[src/rtl/hkrb_pkg.sv]
package hkrb_pkg;

    localparam int TABLE_DEPTH  = 32;
    localparam int KEY_SLOTS    = 6;
    localparam int BITMAP_BYTES = 4;

    localparam int BITMAP_BITS  = 8 * BITMAP_BYTES;
    localparam int TBL_AW       = (TABLE_DEPTH > 1) ? $clog2(TABLE_DEPTH) : 1;
    localparam int BIT_W        = $clog2(BITMAP_BITS);
    localparam int REPORT_SLOTS = 6;
    localparam int REPORT_BITS  = 32;
    localparam int CFG_IDX_W    = 2;

    localparam logic [7:0] ROLLOVER_CODE = 8'd1;
    localparam logic [5:0] TABLE_ENTRIES_RST = 6'd21;
    localparam logic [7:0] END_OF_SCAN_RST   = 8'd255;

    localparam logic [1:0] OP_KEY      = 2'd0;
    localparam logic [1:0] OP_LOAD     = 2'd1;
    localparam logic [1:0] OP_CLEAR    = 2'd2;
    localparam logic [1:0] OP_ROLLOVER = 2'd3;

    localparam logic [1:0] TYPE_NONE = 2'd0;
    localparam logic [1:0] TYPE_STD  = 2'd1;
    localparam logic [1:0] TYPE_MOD  = 2'd2;
    localparam logic [1:0] TYPE_BIT  = 2'd3;

    localparam logic [1:0] KIND_STATUS = 2'd0;
    localparam logic [1:0] KIND_STD    = 2'd1;
    localparam logic [1:0] KIND_BIT    = 2'd2;

    localparam logic STATUS_OK  = 1'b0;
    localparam logic STATUS_BAD = 1'b1;

    localparam logic [CFG_IDX_W-1:0] REG_TABLE_ENTRIES = 2'd0;
    localparam logic [CFG_IDX_W-1:0] REG_END_OF_SCAN   = 2'd1;

    typedef struct packed {
        logic [1:0] op;
        logic [7:0] key_index;
        logic       key_down;
        logic [2:0] entry_type;
        logic [7:0] entry_code;
        logic       send_after_clear;
    } hkrb_in_t;

    typedef struct packed {
        logic [1:0]  kind;
        logic        status;
        logic [7:0]  modifiers;
        logic [7:0]  slot_0;
        logic [7:0]  slot_1;
        logic [7:0]  slot_2;
        logic [7:0]  slot_3;
        logic [7:0]  slot_4;
        logic [7:0]  slot_5;
        logic [31:0] bitmap_bits;
        logic        last;
    } hkrb_out_t;

    typedef struct packed {
        logic [1:0] etype;
        logic [7:0] code;
    } hkrb_entry_t;

    typedef struct packed {
        logic       clear;
        logic       apply;
        logic       down;
        logic [7:0] code;
    } hkrb_slot_cmd_t;

    typedef struct packed {
        logic hit;
        logic empty;
    } hkrb_link_t;

endpackage

[src/rtl/hkrb_slot_cell.sv]
module hkrb_slot_cell
    import hkrb_pkg::*;
(
    input  logic           clk,
    input  logic           rst_n,
    input  hkrb_slot_cmd_t cmd,
    input  hkrb_link_t     link_in,
    input  logic [7:0]     right_slot,
    output hkrb_link_t     link_out,
    output logic [7:0]     slot
);

    logic [7:0] slot_reg;
    logic [7:0] slot_next;
    logic       match;
    logic       is_empty;

    assign is_empty = (slot_reg == 8'd0);
    assign match    = !is_empty && (slot_reg == cmd.code);

    assign link_out.hit   = link_in.hit | match;
    assign link_out.empty = link_in.empty | is_empty;
    assign slot           = slot_reg;

    always_comb
    begin
        slot_next = slot_reg;
        if (cmd.clear)
        begin
            slot_next = 8'd0;
        end
        else if (cmd.apply)
        begin
            if (cmd.down)
            begin
                // first free slot takes the code unless it is already held
                if (is_empty && !link_in.empty && !link_in.hit)
                begin
                    slot_next = cmd.code;
                end
            end
            else if (link_in.hit || match)
            begin
                slot_next = right_slot;
            end
        end
    end

    always_ff @(posedge clk or negedge rst_n)
    begin
        if (!rst_n)
        begin
            slot_reg <= 8'd0;
        end
        else
        begin
            slot_reg <= slot_next;
        end
    end

endmodule

[src/rtl/hkrb_xlat_table.sv]
module hkrb_xlat_table
    import hkrb_pkg::*;
(
    input  logic              clk,
    input  logic              rst_n,
    input  logic              wr_en,
    input  logic [TBL_AW-1:0] wr_addr,
    input  hkrb_entry_t       wr_entry,
    input  logic [TBL_AW-1:0] rd_addr,
    output hkrb_entry_t       rd_entry
);

    hkrb_entry_t                mem_reg [TABLE_DEPTH];
    logic [TABLE_DEPTH-1:0]     valid_reg;
    hkrb_entry_t                rd_reg;

    always_ff @(posedge clk)
    begin
        if (wr_en)
        begin
            mem_reg[wr_addr] <= wr_entry;
        end
        // entries never loaded read as type none
        if (valid_reg[rd_addr])
        begin
            rd_reg <= mem_reg[rd_addr];
        end
        else
        begin
            rd_reg <= '0;
        end
    end

    always_ff @(posedge clk or negedge rst_n)
    begin
        if (!rst_n)
        begin
            valid_reg <= '0;
        end
        else if (wr_en)
        begin
            valid_reg[wr_addr] <= 1'b1;
        end
    end

    assign rd_entry = rd_reg;

endmodule

[src/rtl/hid_key_report_builder_top.sv]
// keyboard report builder, six-key rollover with modifier byte and bitmapped report
// input channel in_valid/in_ready/in_item: key events, table loads, clear and rollover ops
// output channel out_valid/out_ready/out_item: one or two result items per input item,
//   standard report before bitmapped report, last marks the final item of an input
// config channel cfg_valid/cfg_ready/cfg_index/cfg_data, always ready, write only while idle
// an input item is taken in S_IDLE, the table entry is read in S_READ (registered
// translation table read), the update is applied through the slot cell chain in S_EXEC
// and the results are loaded into the output register in S_EMIT
// one input item occupies the block until its last result is loaded, so the block takes
// no new item before it is through with the last one
// in_ready returns high as soon as the last result is in the output register, so the next
// item is taken while that result still waits for out_ready
// a stalled receiver holds the output register and the sequencer waits, no result is lost
// reset clears slots, modifier byte, bitmap and table valid bits, sets table_entries to 21
// and end_of_scan_code to 255; no clearing pass is needed
module hid_key_report_builder_top
    import hkrb_pkg::*;
(
    input  logic                 clk,
    input  logic                 rst_n,
    input  logic                 in_valid,
    output logic                 in_ready,
    input  hkrb_in_t             in_item,
    output logic                 out_valid,
    input  logic                 out_ready,
    output hkrb_out_t            out_item,
    input  logic                 cfg_valid,
    output logic                 cfg_ready,
    input  logic [CFG_IDX_W-1:0] cfg_index,
    input  logic [7:0]           cfg_data
);

    typedef enum logic [3:0] {
        S_IDLE = 4'b0001,
        S_READ = 4'b0010,
        S_EXEC = 4'b0100,
        S_EMIT = 4'b1000
    } state_t;

    typedef enum logic [1:0] {
        RES_STATUS = 2'd0,
        RES_STD    = 2'd1,
        RES_BIT    = 2'd2,
        RES_ROLL   = 2'd3
    } res_t;

    state_t                 state_reg, state_next;
    hkrb_in_t               item_reg;
    logic [5:0]             te_reg;
    logic [7:0]             eos_reg;
    logic [7:0]             mod_reg, mod_next;
    logic [BITMAP_BITS-1:0] bitmap_reg, bitmap_next;
    res_t                   res0_reg, res0_next;
    res_t                   res1_reg, res1_next;
    logic                   two_reg, two_next;
    logic                   ptr_reg, ptr_next;
    logic                   status_reg, status_next;
    logic                   out_valid_reg, out_valid_next;
    hkrb_out_t              out_item_reg, out_item_next;

    hkrb_entry_t            tbl_rd;
    hkrb_entry_t            tbl_wr;
    logic                   tbl_we;

    hkrb_slot_cmd_t         slot_cmd;
    hkrb_link_t             link [KEY_SLOTS+1];
    logic [7:0]             slot_q [KEY_SLOTS];
    logic [7:0]             std_pad [REPORT_SLOTS];
    logic [7:0]             roll_pad [REPORT_SLOTS];
    logic [REPORT_BITS-1:0] bitmap_out;

    logic                   idx_ok;
    logic                   load_ok;
    logic                   bit_hit;
    logic [7:0]             mod_new;
    logic                   std_chg;
    logic                   bit_chg;
    logic                   slot_chg;
    logic                   load_out;
    logic                   last_res;
    res_t                   cur_res;

    assign in_ready  = (state_reg == S_IDLE);
    assign cfg_ready = 1'b1;
    assign out_valid = out_valid_reg;
    assign out_item  = out_item_reg;

    // translation table
    assign tbl_wr.etype = item_reg.entry_type[1:0];
    assign tbl_wr.code  = item_reg.entry_code;

    hkrb_xlat_table u_table (
        .clk      (clk),
        .rst_n    (rst_n),
        .wr_en    (tbl_we),
        .wr_addr  (item_reg.key_index[TBL_AW-1:0]),
        .wr_entry (tbl_wr),
        .rd_addr  (item_reg.key_index[TBL_AW-1:0]),
        .rd_entry (tbl_rd)
    );

    // key slot chain
    assign idx_ok  = ({1'b0, item_reg.key_index} < {3'b000, te_reg})
                  && ({1'b0, item_reg.key_index} < 9'(TABLE_DEPTH));
    assign load_ok = ({1'b0, item_reg.key_index} < 9'(TABLE_DEPTH));

    assign slot_cmd.clear = (state_reg == S_EXEC) && (item_reg.op == OP_CLEAR);
    assign slot_cmd.apply = (state_reg == S_EXEC) && (item_reg.op == OP_KEY) && idx_ok
                         && (tbl_rd.etype == TYPE_STD);
    assign slot_cmd.down  = item_reg.key_down;
    assign slot_cmd.code  = tbl_rd.code;

    assign link[0] = '0;

    genvar gi;
    generate
        for (gi = 0; gi < KEY_SLOTS; gi++)
        begin : g_cell
            logic [7:0] right;
            if (gi < KEY_SLOTS - 1)
            begin : g_mid
                assign right = slot_q[gi+1];
            end
            else
            begin : g_end
                assign right = 8'd0;
            end

            hkrb_slot_cell u_cell (
                .clk        (clk),
                .rst_n      (rst_n),
                .cmd        (slot_cmd),
                .link_in    (link[gi]),
                .right_slot (right),
                .link_out   (link[gi+1]),
                .slot       (slot_q[gi])
            );
        end

        for (gi = 0; gi < REPORT_SLOTS; gi++)
        begin : g_pad
            if (gi < KEY_SLOTS)
            begin : g_used
                assign std_pad[gi]  = slot_q[gi];
                assign roll_pad[gi] = ROLLOVER_CODE;
            end
            else
            begin : g_unused
                assign std_pad[gi]  = 8'd0;
                assign roll_pad[gi] = 8'd0;
            end
        end

        for (gi = 0; gi < REPORT_BITS; gi++)
        begin : g_bits
            if (gi < BITMAP_BITS)
            begin : g_used
                assign bitmap_out[gi] = bitmap_reg[gi];
            end
            else
            begin : g_unused
                assign bitmap_out[gi] = 1'b0;
            end
        end
    endgenerate

    assign slot_chg = slot_cmd.down ? (link[KEY_SLOTS].empty && !link[KEY_SLOTS].hit)
                                    : link[KEY_SLOTS].hit;
    assign mod_new  = item_reg.key_down ? (mod_reg | tbl_rd.code)
                                        : (mod_reg & ~tbl_rd.code);
    assign bit_hit  = ({1'b0, tbl_rd.code} < 9'(BITMAP_BITS));

    // item execution
    always_comb
    begin
        res0_next   = res0_reg;
        res1_next   = res1_reg;
        two_next    = two_reg;
        status_next = status_reg;
        mod_next    = mod_reg;
        bitmap_next = bitmap_reg;
        tbl_we      = 1'b0;
        std_chg     = 1'b0;
        bit_chg     = 1'b0;
        if (state_reg == S_EXEC)
        begin
            res0_next   = RES_STATUS;
            res1_next   = RES_STATUS;
            two_next    = 1'b0;
            status_next = STATUS_OK;
            unique case (item_reg.op)
                OP_KEY:
                begin
                    if (idx_ok)
                    begin
                        case (tbl_rd.etype)
                            TYPE_STD:
                            begin
                                std_chg = slot_chg;
                            end
                            TYPE_MOD:
                            begin
                                mod_next = mod_new;
                                std_chg  = (mod_new != mod_reg);
                            end
                            TYPE_BIT:
                            begin
                                if (bit_hit)
                                begin
                                    bitmap_next[tbl_rd.code[BIT_W-1:0]] = item_reg.key_down;
                                end
                                bit_chg = 1'b1;
                            end
                            default:
                            begin
                            end
                        endcase
                        if (std_chg)
                        begin
                            res0_next = RES_STD;
                        end
                        else if (bit_chg)
                        begin
                            res0_next = RES_BIT;
                        end
                    end
                    else if (item_reg.key_index != eos_reg)
                    begin
                        status_next = STATUS_BAD;
                    end
                end
                OP_LOAD:
                begin
                    if (!load_ok)
                    begin
                        status_next = STATUS_BAD;
                    end
                    else if (!item_reg.entry_type[2])
                    begin
                        tbl_we = 1'b1;
                    end
                end
                OP_CLEAR:
                begin
                    mod_next    = 8'd0;
                    bitmap_next = '0;
                    if (item_reg.send_after_clear)
                    begin
                        res0_next = RES_STD;
                        res1_next = RES_BIT;
                        two_next  = 1'b1;
                    end
                end
                OP_ROLLOVER:
                begin
                    res0_next = RES_ROLL;
                end
                default:
                begin
                end
            endcase
        end
    end

    // result assembly
    assign cur_res  = ptr_reg ? res1_reg : res0_reg;
    assign last_res = !two_reg || ptr_reg;
    assign load_out = (state_reg == S_EMIT) && (!out_valid_reg || out_ready);

    always_comb
    begin
        out_item_next      = '0;
        out_item_next.last = last_res;
        case (cur_res)
            RES_STATUS:
            begin
                out_item_next.kind   = KIND_STATUS;
                out_item_next.status = status_reg;
            end
            RES_STD:
            begin
                out_item_next.kind      = KIND_STD;
                out_item_next.modifiers = mod_reg;
                out_item_next.slot_0    = std_pad[0];
                out_item_next.slot_1    = std_pad[1];
                out_item_next.slot_2    = std_pad[2];
                out_item_next.slot_3    = std_pad[3];
                out_item_next.slot_4    = std_pad[4];
                out_item_next.slot_5    = std_pad[5];
            end
            RES_BIT:
            begin
                out_item_next.kind        = KIND_BIT;
                out_item_next.bitmap_bits = bitmap_out;
            end
            RES_ROLL:
            begin
                out_item_next.kind   = KIND_STD;
                out_item_next.slot_0 = roll_pad[0];
                out_item_next.slot_1 = roll_pad[1];
                out_item_next.slot_2 = roll_pad[2];
                out_item_next.slot_3 = roll_pad[3];
                out_item_next.slot_4 = roll_pad[4];
                out_item_next.slot_5 = roll_pad[5];
            end
            default:
            begin
            end
        endcase
    end

    // sequencer
    always_comb
    begin
        state_next     = state_reg;
        ptr_next       = ptr_reg;
        out_valid_next = out_valid_reg;
        if (out_ready)
        begin
            out_valid_next = 1'b0;
        end
        unique case (state_reg)
            S_IDLE:
            begin
                if (in_valid)
                begin
                    state_next = S_READ;
                end
            end
            S_READ:
            begin
                state_next = S_EXEC;
            end
            S_EXEC:
            begin
                ptr_next   = 1'b0;
                state_next = S_EMIT;
            end
            S_EMIT:
            begin
                if (load_out)
                begin
                    out_valid_next = 1'b1;
                    if (last_res)
                    begin
                        state_next = S_IDLE;
                    end
                    else
                    begin
                        ptr_next = 1'b1;
                    end
                end
            end
            default:
            begin
                state_next = S_IDLE;
            end
        endcase
    end

    always_ff @(posedge clk or negedge rst_n)
    begin
        if (!rst_n)
        begin
            state_reg     <= S_IDLE;
            out_valid_reg <= 1'b0;
            ptr_reg       <= 1'b0;
            two_reg       <= 1'b0;
            te_reg        <= TABLE_ENTRIES_RST;
            eos_reg       <= END_OF_SCAN_RST;
            mod_reg       <= 8'd0;
            bitmap_reg    <= '0;
        end
        else
        begin
            state_reg     <= state_next;
            out_valid_reg <= out_valid_next;
            ptr_reg       <= ptr_next;
            two_reg       <= two_next;
            mod_reg       <= mod_next;
            bitmap_reg    <= bitmap_next;
            if (cfg_valid)
            begin
                if (cfg_index == REG_TABLE_ENTRIES)
                begin
                    te_reg <= cfg_data[5:0];
                end
                else if (cfg_index == REG_END_OF_SCAN)
                begin
                    eos_reg <= cfg_data;
                end
            end
        end
    end

    always_ff @(posedge clk)
    begin
        if (in_valid && in_ready)
        begin
            item_reg <= in_item;
        end
        res0_reg   <= res0_next;
        res1_reg   <= res1_next;
        status_reg <= status_next;
        if (load_out)
        begin
            out_item_reg <= out_item_next;
        end
    end

endmodule

[config.mk]
export PLATFORM = sky130hd
export DESIGN_NAME = hid_key_report_builder_top
export DESIGN_NICKNAME = d
export VERILOG_FILES = /design/src/rtl/hkrb_pkg.sv /design/src/rtl/hkrb_slot_cell.sv /design/src/rtl/hkrb_xlat_table.sv /design/src/rtl/hid_key_report_builder_top.sv
export SDC_FILE = /design/constraint.sdc
export NUM_CORES = 1
export LEC_CHECK = 0
export ABC_AREA = 1
export BUFFER_PORTS_ARGS = -buffer_cell sky130_fd_sc_hd__buf_2
export CAP_MARGIN = 20
export CORE_ASPECT_RATIO = 0.5
export CORE_MARGIN = 2
export CORE_UTILIZATION = 40
export CTS_BUF_LIST = sky130_fd_sc_hd__clkbuf_4
export DETAILED_ROUTE_END_ITERATION = 7
export MAX_ROUTING_LAYER = met4
export PLACE_DENSITY_LB_ADDON = 0.3
export SYNTH_ARGS = -nofsm -noshare
export SYNTH_HDL_FRONTEND = slang
export SYNTH_SLANG_ARGS = --single-unit
export TNS_END_PERCENT = 100
[constraint.sdc]
create_clock -name clk -period 5.9 [get_ports clk]
set_input_delay 0.295 -clock clk [delete_from_list [all_inputs] [get_ports clk]]
set_output_delay 0.295 -clock clk [all_outputs]
set_load 0.01 [all_outputs]
==> flow_metrics.py, run 1 <==
metrics = {
    "sta": {
        "max_freq_mhz": 291,
        "setup_viol_count_final": 0,
        "slew_headroom_pct": 28.8,
        "rsz0062_at_grt": "false",
        "hold_violations": 0,
        "tightest_slew_ns": 1.06,
        "layout_min_cycle_time_ns": 3.44,
        "maxSlewViolCount": 0,
        "fin_crit_sh_pct": 58.3,
        "whs_ns": 0.0462,
        "fin_skew_ns": 0.0522,
        "final.setup.tns_ns": 0,
    },
    "placement": {
        "hpwl_um": 38900,
        "globalplace.congestion": 0.833,
        "dp.cells": 3065,
        "portBuffers": 131,
        "placed_area_um2": 26300,
    },
    "floorplanning": {
        "die_h_um": 180,
        "die_w_um": 356,
        "start_util_pct": 40.5,
        "num_rows": 64,
        "die_area_um2": 64000,
        "io_pins": 133,
        "core_area_um2": 61100,
    },
    "clock_tree": {
        "post_cts_buffers": 0,
        "clk_path_buf_depth": 3,
        "htree_levels": 4,
        "clk_latency_ns": 0.89,
        "cts.clk_slew.worst_paths_ns": 0.08,
        "clock_sink_count": 590,
        "cts-root-buf": "clkbuf_4",
        "cts_buffers": 142,
        "cts_tree": "built",
    },
    "synth": {
        "syn-cell-area_um2": 24700,
        "ys_top_cells_by_count": "edfxtp_1, nand2_1, nand3_1",
        "synth_seq_cells": 590,
        "ys_seq_area_share_pct": 68.4,
        "avgSynthCellArea_um2": 11.3,
        "ys_async_sr_fraction_pct": 23.9,
        "yosysTopAreaCell": "edfxtp_1",
        "synth_edf_count": 439,
        "synth_most_common_cell": "edfxtp_1",
        "yosysTopAreaCellShare_pct": 53.3,
        "synthTopCellsByArea": "edfxtp_1, dfrtp_1, nand3_1, nand2_1, nor2_1",
        "synthCells": 2189,
        "syn-num-nets": 2236,
        "synth_ff_type": "edfxtp_1",
        "synth_cell_types": 48,
        "yosys_warnings": 0,
    },
    "worst_hold_path": {
        "min_path_type": "primary input to async pin",
    },
    "global_route": {
        "grt_pass1_vias": 17408,
        "grt-ovfl-total": 0,
        "grt_max_degree": 166,
        "antenna_found_initial": 2,
        "grt_use_total_pct": 20.7,
        "grt_first_pass_wirelength_um": 99600,
    },
    "routing": {
        "vias_per_cell": 5.23,
        "vias": 17554,
        "drt-initial-drc-count": 1523,
        "wire_per_inst_um": 19.0,
        "ant_nets": 0,
        "drt-total-wl_um": 63700,
        "drc": 0,
        "drt_first_pass_iters": 5,
    },
    "worst_setup_path": {
        "required_ns": 6.39,
        "start_kind": "register",
        "cpPeakStageDelay_ns": 1.00,
        "cp_max_fo": 84,
        "cpMaxStageDelayCell": "nor2_1",
        "cp_top_family": "simple AND/OR/NAND/NOR gates",
        "crit_type": "register to register",
        "worstPathArrival_ns": 3.93,
        "cp.buffers_inverters": 2,
        "path_cells": "buf_12, nor2_4, clkinv_1, nor2_1",
        "end_kind": "register",
    },
    "finish": {
        "seqCellArea_um2": 16900,
        "largest_reg_flops": 320,
        "final_core_util_pct": 46.8,
        "finalInstanceArea_um2": 28600,
        "drive_above_1_share_pct": 19.5,
        "final_nets": 2468,
        "multi_input_comb_area_um2": 6610,
        "fill_cells": 5609,
        "syn_to_final_growth_pct": 15.6,
        "fin_cells": 3359,
    },
    "power_and_ir_drop": {
        "p_leak_uw": 0.0109,
        "p_per_area_nw_per_um2": 340,
        "ir_worst_vdd_uv": 223,
    },
    "outcome": {
        "status": "completed",
    },
    "job": {
        "cap_violations": 0,
    },
}
==> timing repair <==
item / 4_1_cts / 5_1_grt
hold buffers: 37 / 0
gates resized for setup: 0 / 0
endpoints found under the hold margin: 133 / 0
==> metrics by stage <==
step | worst slack (ns) | power, uW
6_report | 2.46 | 9710
5_1_grt | 2.21 | 10100
4_1_cts | 2.47 | 9790
3_5_place_dp | 2.51 | 6180
3_3_place_gp | 2.53 | 6160
2_1_floorplan | 0.885 | 5640
==> per-layer routing <==
layer	part of all wire, %	global-route usage (%)
met5	0	-
met4	1.6	5.97
met3	7.3	5.10
met2	48	31.8
met1	43	27.3
==> layout make-up <==
class,instances,share of cell area (%)
Timing Repair Buffer,202,4.70
Multi-Input combinational cell,1293,23.1
Antenna cell,2,0.0175
Clock inverter,40,1.17
Inverter,192,2.52
Tap cell,825,3.61
Sequential cell,590,59.2
Clock buffer,215,5.65
==> worst reg2reg max path, cell delays in order (launching register included) <==
cell and delay [ns]:
edfxtp_1 0.42, buf_12 0.23, nor2_4 0.62, clkinv_1 0.79, nor2_1 1.00
==> placed cells by master (no fill, tap or decap), types with 29 or more instances in the layout <==
cell,count
nor2_1,181
a22oi_1,83
a21oi_1,54
dlygate4sd3_1,37
clkbuf_4,215
buf_4,29
buf_2,130
edfxtp_1,439
nand2_1,345
dfrtp_1,129
o21ai_1,42
nand3_1,297
inv_1,171
o21ai_0,90
nand4_1,35
==> cells by family (layout without fill, tap and decap cells) <==
kind of cell / after synthesis / count (layout) / synth area share (%)
XOR/XNOR: 36 / 36 / 1.27
other: 1 / 3 / 0.0152
adder cells (fa/ha/maj): 9 / 9 / 0.455
AND/OR/NAND/NOR: 928 / 928 / 16.8
AO/OA/AOI/OAI: 317 / 317 / 7.92
buffers and inverters: 306 / 649 / 5.00
multiplexers: 2 / 2 / 0.0910
flip-flops: 590 / 590 / 68.4
==> power by group <==
part,leakage (uW),internal [uW],switching [uW],total (uW)
registers,0.00600,4690,63.0,4750
clock network,0.00115,1940,1650,3580
logic,0.00378,337,1040,1370
==> path summary, 6_finish.rpt <==
| check | start | endpoint | slack (ns) | cells after the start |
|---|---|---|---|---|
| min reg2reg | u_table.valid_reg[0] | u_table.valid_reg[0] | 0.45 | 2 |
| min in group clk | cfg_index[1] | eos_reg[2] | 0.07 | 3 |
| max in group asynchronous | rst_n | u_table.valid_reg[3] | 4.51 | 3 |
| max reg2reg | item_reg[13] | u_table.mem_reg[4][1] | 2.46 | 4 |
| min | rst_n | bitmap_out[18] | 0.05 | 2 |
| max | item_reg[13] | u_table.mem_reg[4][1] | 2.46 | 4 |
Note: power is estimated with default switching activity, not from simulation.
==> run 2: changes to the inputs <==
clock period = 3.1 ns   (was 5.9 ns; I/O delays follow)
==> flow_metrics.py, run 2 (synthesis gave the netlist of run 1 again) <==
metrics = {
    "outcome": {
        "status": "completed",
    },
    "worst_setup_path": {
        "r2r_setup_slack_ns": 0.45,
        "crit_top_cell": "nand2_1",
        "worstPathArrival_ns": 3.37,
        "cp_max_fo": 17,
        "end_kind": "register",
        "cpMaxStageDelayCell": "o211ai_2",
        "start_kind": "register",
        "regToRegStartpoint": "item_reg[13]",
        "cpPeakStageDelay_ns": 0.43,
        "crit_type": "register to register",
        "r2r_end": "g_cell[3].u_cell.slot[5]",
        "startpoint": "item_reg[13]",
        "r2r.worst_path.cells": 10,
        "path_cells": "inv_2, nand2_1, a21oi_1, o21ai_1, nand3_1, nand4_2, o21ai_4, o211ai_2, nand2_1, o21ai_2",
        "crit_end": "g_cell[3].u_cell.slot[5]",
        "required_ns": 3.82,
    },
    "sta": {
        "timing.final.ws_setup_ns": 0.449,
        "slew_headroom_pct": 39.0,
        "hold_violations": 0,
        "fin_skew_ns": 0.0586,
        "rsz0062_at_grt": "false",
        "setup_viol_count_final": 0,
        "fin_crit_sh_pct": 85.5,
        "tightest_slew_ns": 0.916,
        "layout_min_cycle_time_ns": 2.65,
        "maxSlewViolCount": 0,
        "final.setup.tns_ns": 0,
        "max_freq_mhz": 377,
    },
    "routing": {
        "ant_nets": 0,
        "drt-total-wl_um": 64800,
        "drt_first_pass_iters": 6,
        "wire_per_inst_um": 18.8,
        "vias_per_cell": 5.17,
        "vias": 17841,
        "drc": 0,
        "drt-initial-drc-count": 1675,
    },
    "global_route": {
        "grt_use_total_pct": 20.8,
        "antenna_found_initial": 4,
        "grt-ovfl-total": 0,
        "grt_pass1_vias": 17508,
        "grt_util_met3_pct": 4.91,
        "top_usage_layer": "met2",
        "grt_max_degree": 123,
        "grtUsageMet2_pct": 32.3,
        "grt_first_pass_wirelength_um": 100000,
        "met1_usage_pct": 27.4,
    },
    "finish": {
        "syn_to_final_growth_pct": 18.5,
        "multi_input_comb_area_um2": 6610,
        "fill_cells": 5489,
        "final_common_cell": "edfxtp_1",
        "final_nets": 2555,
        "mostFrequentLayoutCells": "edfxtp_1, nand2_1, nand3_1",
        "largest_reg_flops": 320,
        "drive_above_1_share_pct": 20.8,
        "seqCellArea_um2": 16900,
    },
    "power_and_ir_drop": {
        "p_leak_uw": 0.0113,
        "p_per_area_nw_per_um2": 624,
        "pwr-share-seq_pct": 49.6,
        "clkPwrFrac_pct": 35.8,
        "netSwitchingPower_uw": 5190,
        "p_int_uw": 13100,
        "ir_worst_vdd_uv": 267,
        "p_sw_share_pct": 28.4,
        "combPwrFrac_pct": 14.6,
    },
    "worst_hold_path": {
        "min_path_type": "primary input to register",
        "hold_path_depth": 4,
    },
    "placement": {
        "globalplace.congestion": 0.862,
        "hpwl_um": 39500,
        "portBuffers": 131,
        "dpl_worst_slack_ns": 0.508,
    },
    "floorplanning": {
        "io_pins": 133,
        "die_h_um": 180,
        "core_area_um2": 61100,
        "die_w_um": 356,
        "die_area_um2": 64000,
        "num_rows": 64,
        "start_util_pct": 40.5,
    },
    "clock_tree": {
        "cts.clk_slew.worst_paths_ns": 0.07,
        "cts_tree": "built",
        "clk_latency_ns": 0.90,
        "clk_path_buf_depth": 3,
        "clock_sink_count": 590,
        "cts-root-buf": "clkbuf_4",
        "cts_buffers": 142,
        "post_cts_buffers": 0,
        "htree_levels": 4,
    },
    "job": {
        "cap_violations": 0,
    },
}
==> run 2: cell count changes in the layout (fill, tap and decap cells not counted), moves of 2 or more <==
cell,change
diode_2,+4
dlygate4sd3_1,+36
clkinv_1,-3
buf_16,+3
clkinv_2,-2
clkbuf_4,+8
bufinv_16,-4
buf_4,+48
==> run 2: metal layers <==
layer,part of all wire [%],up-vias
li1,-,8410
met1,43,8682
met2,48,642
met3,6.9,107
met4,1.8,0
met5,0,-
==> run 2: how the worst min path moves through the flow <==
| stage | from | endpoint | slack (ns) |
|---|---|---|---|
| detailed placement | rst_n | bitmap_out[14] | 0.19 |
| floorplan | rst_n | bitmap_out[0] | -0.14 |
| finish | in_valid | state_reg[1] | 0.09 |
| global placement | rst_n | bitmap_out[14] | 0.19 |
| global route | in_valid | state_reg[1] | 0.02 |
| CTS | cfg_data[2] | eos_reg[2] | 0.009 |
==> run 2: repair_timing <==
action | 4_1_cts | 5_1_grt
setup endpoints to repair | 0 | 0
hold endpoints to repair | 199 | 0
hold buffers | 74 | 0
resized for setup | 0 | 0
==> run 2: power by group through the flow <==
stage | sequential, uW | clock (uW) | combinational (uW)
floorplan | 9310 | 0 | 1420
global placement | 9270 | 0 | 2460
detailed placement | 9280 | 0 | 2480
CTS | 9110 | 6700 | 2590
global route | 9090 | 7130 | 2910
finish | 9070 | 6540 | 2670
==> run 2: per-stage QoR <==
step / hold slack, ns / std cells / total power (uW) / utilization, % / area [um2]
after global routing: 0.0227 / 3448 / 19100 / 48.0 / 29300
after CTS: 0.00932 / 3440 / 18400 / 47.9 / 29200
final: 0.0939 / 3448 / 18300 / 48.0 / 29300
after floorplan: -0.141 / 2189 / 10700 / - / 24700
after global placement: 0.193 / 3113 / 11700 / 43.6 / 26600
after detailed placement: 0.191 / 3113 / 11800 / 43.6 / 26600
==> run 2: final cells by class <==
cell class / count / share of cell area, %
tap: 825 / 3.52
inverter: 192 / 2.46
clock inverter: 30 / 0.627
sequential: 590 / 57.7
clock buffer: 223 / 5.71
timing repair buffer: 289 / 7.35
antenna: 6 / 0.0512
multi-input combinational: 1293 / 22.5
==> run 2: worst max-delay path, delay by kind of cell, from the launching register on <==
kind	cells	cell delay [ns]
flip-flops	1	0.42
buffers and inverters	1	0.32
AND/OR/NAND/NOR	4	0.57
AO/OA/AOI/OAI	5	1.14
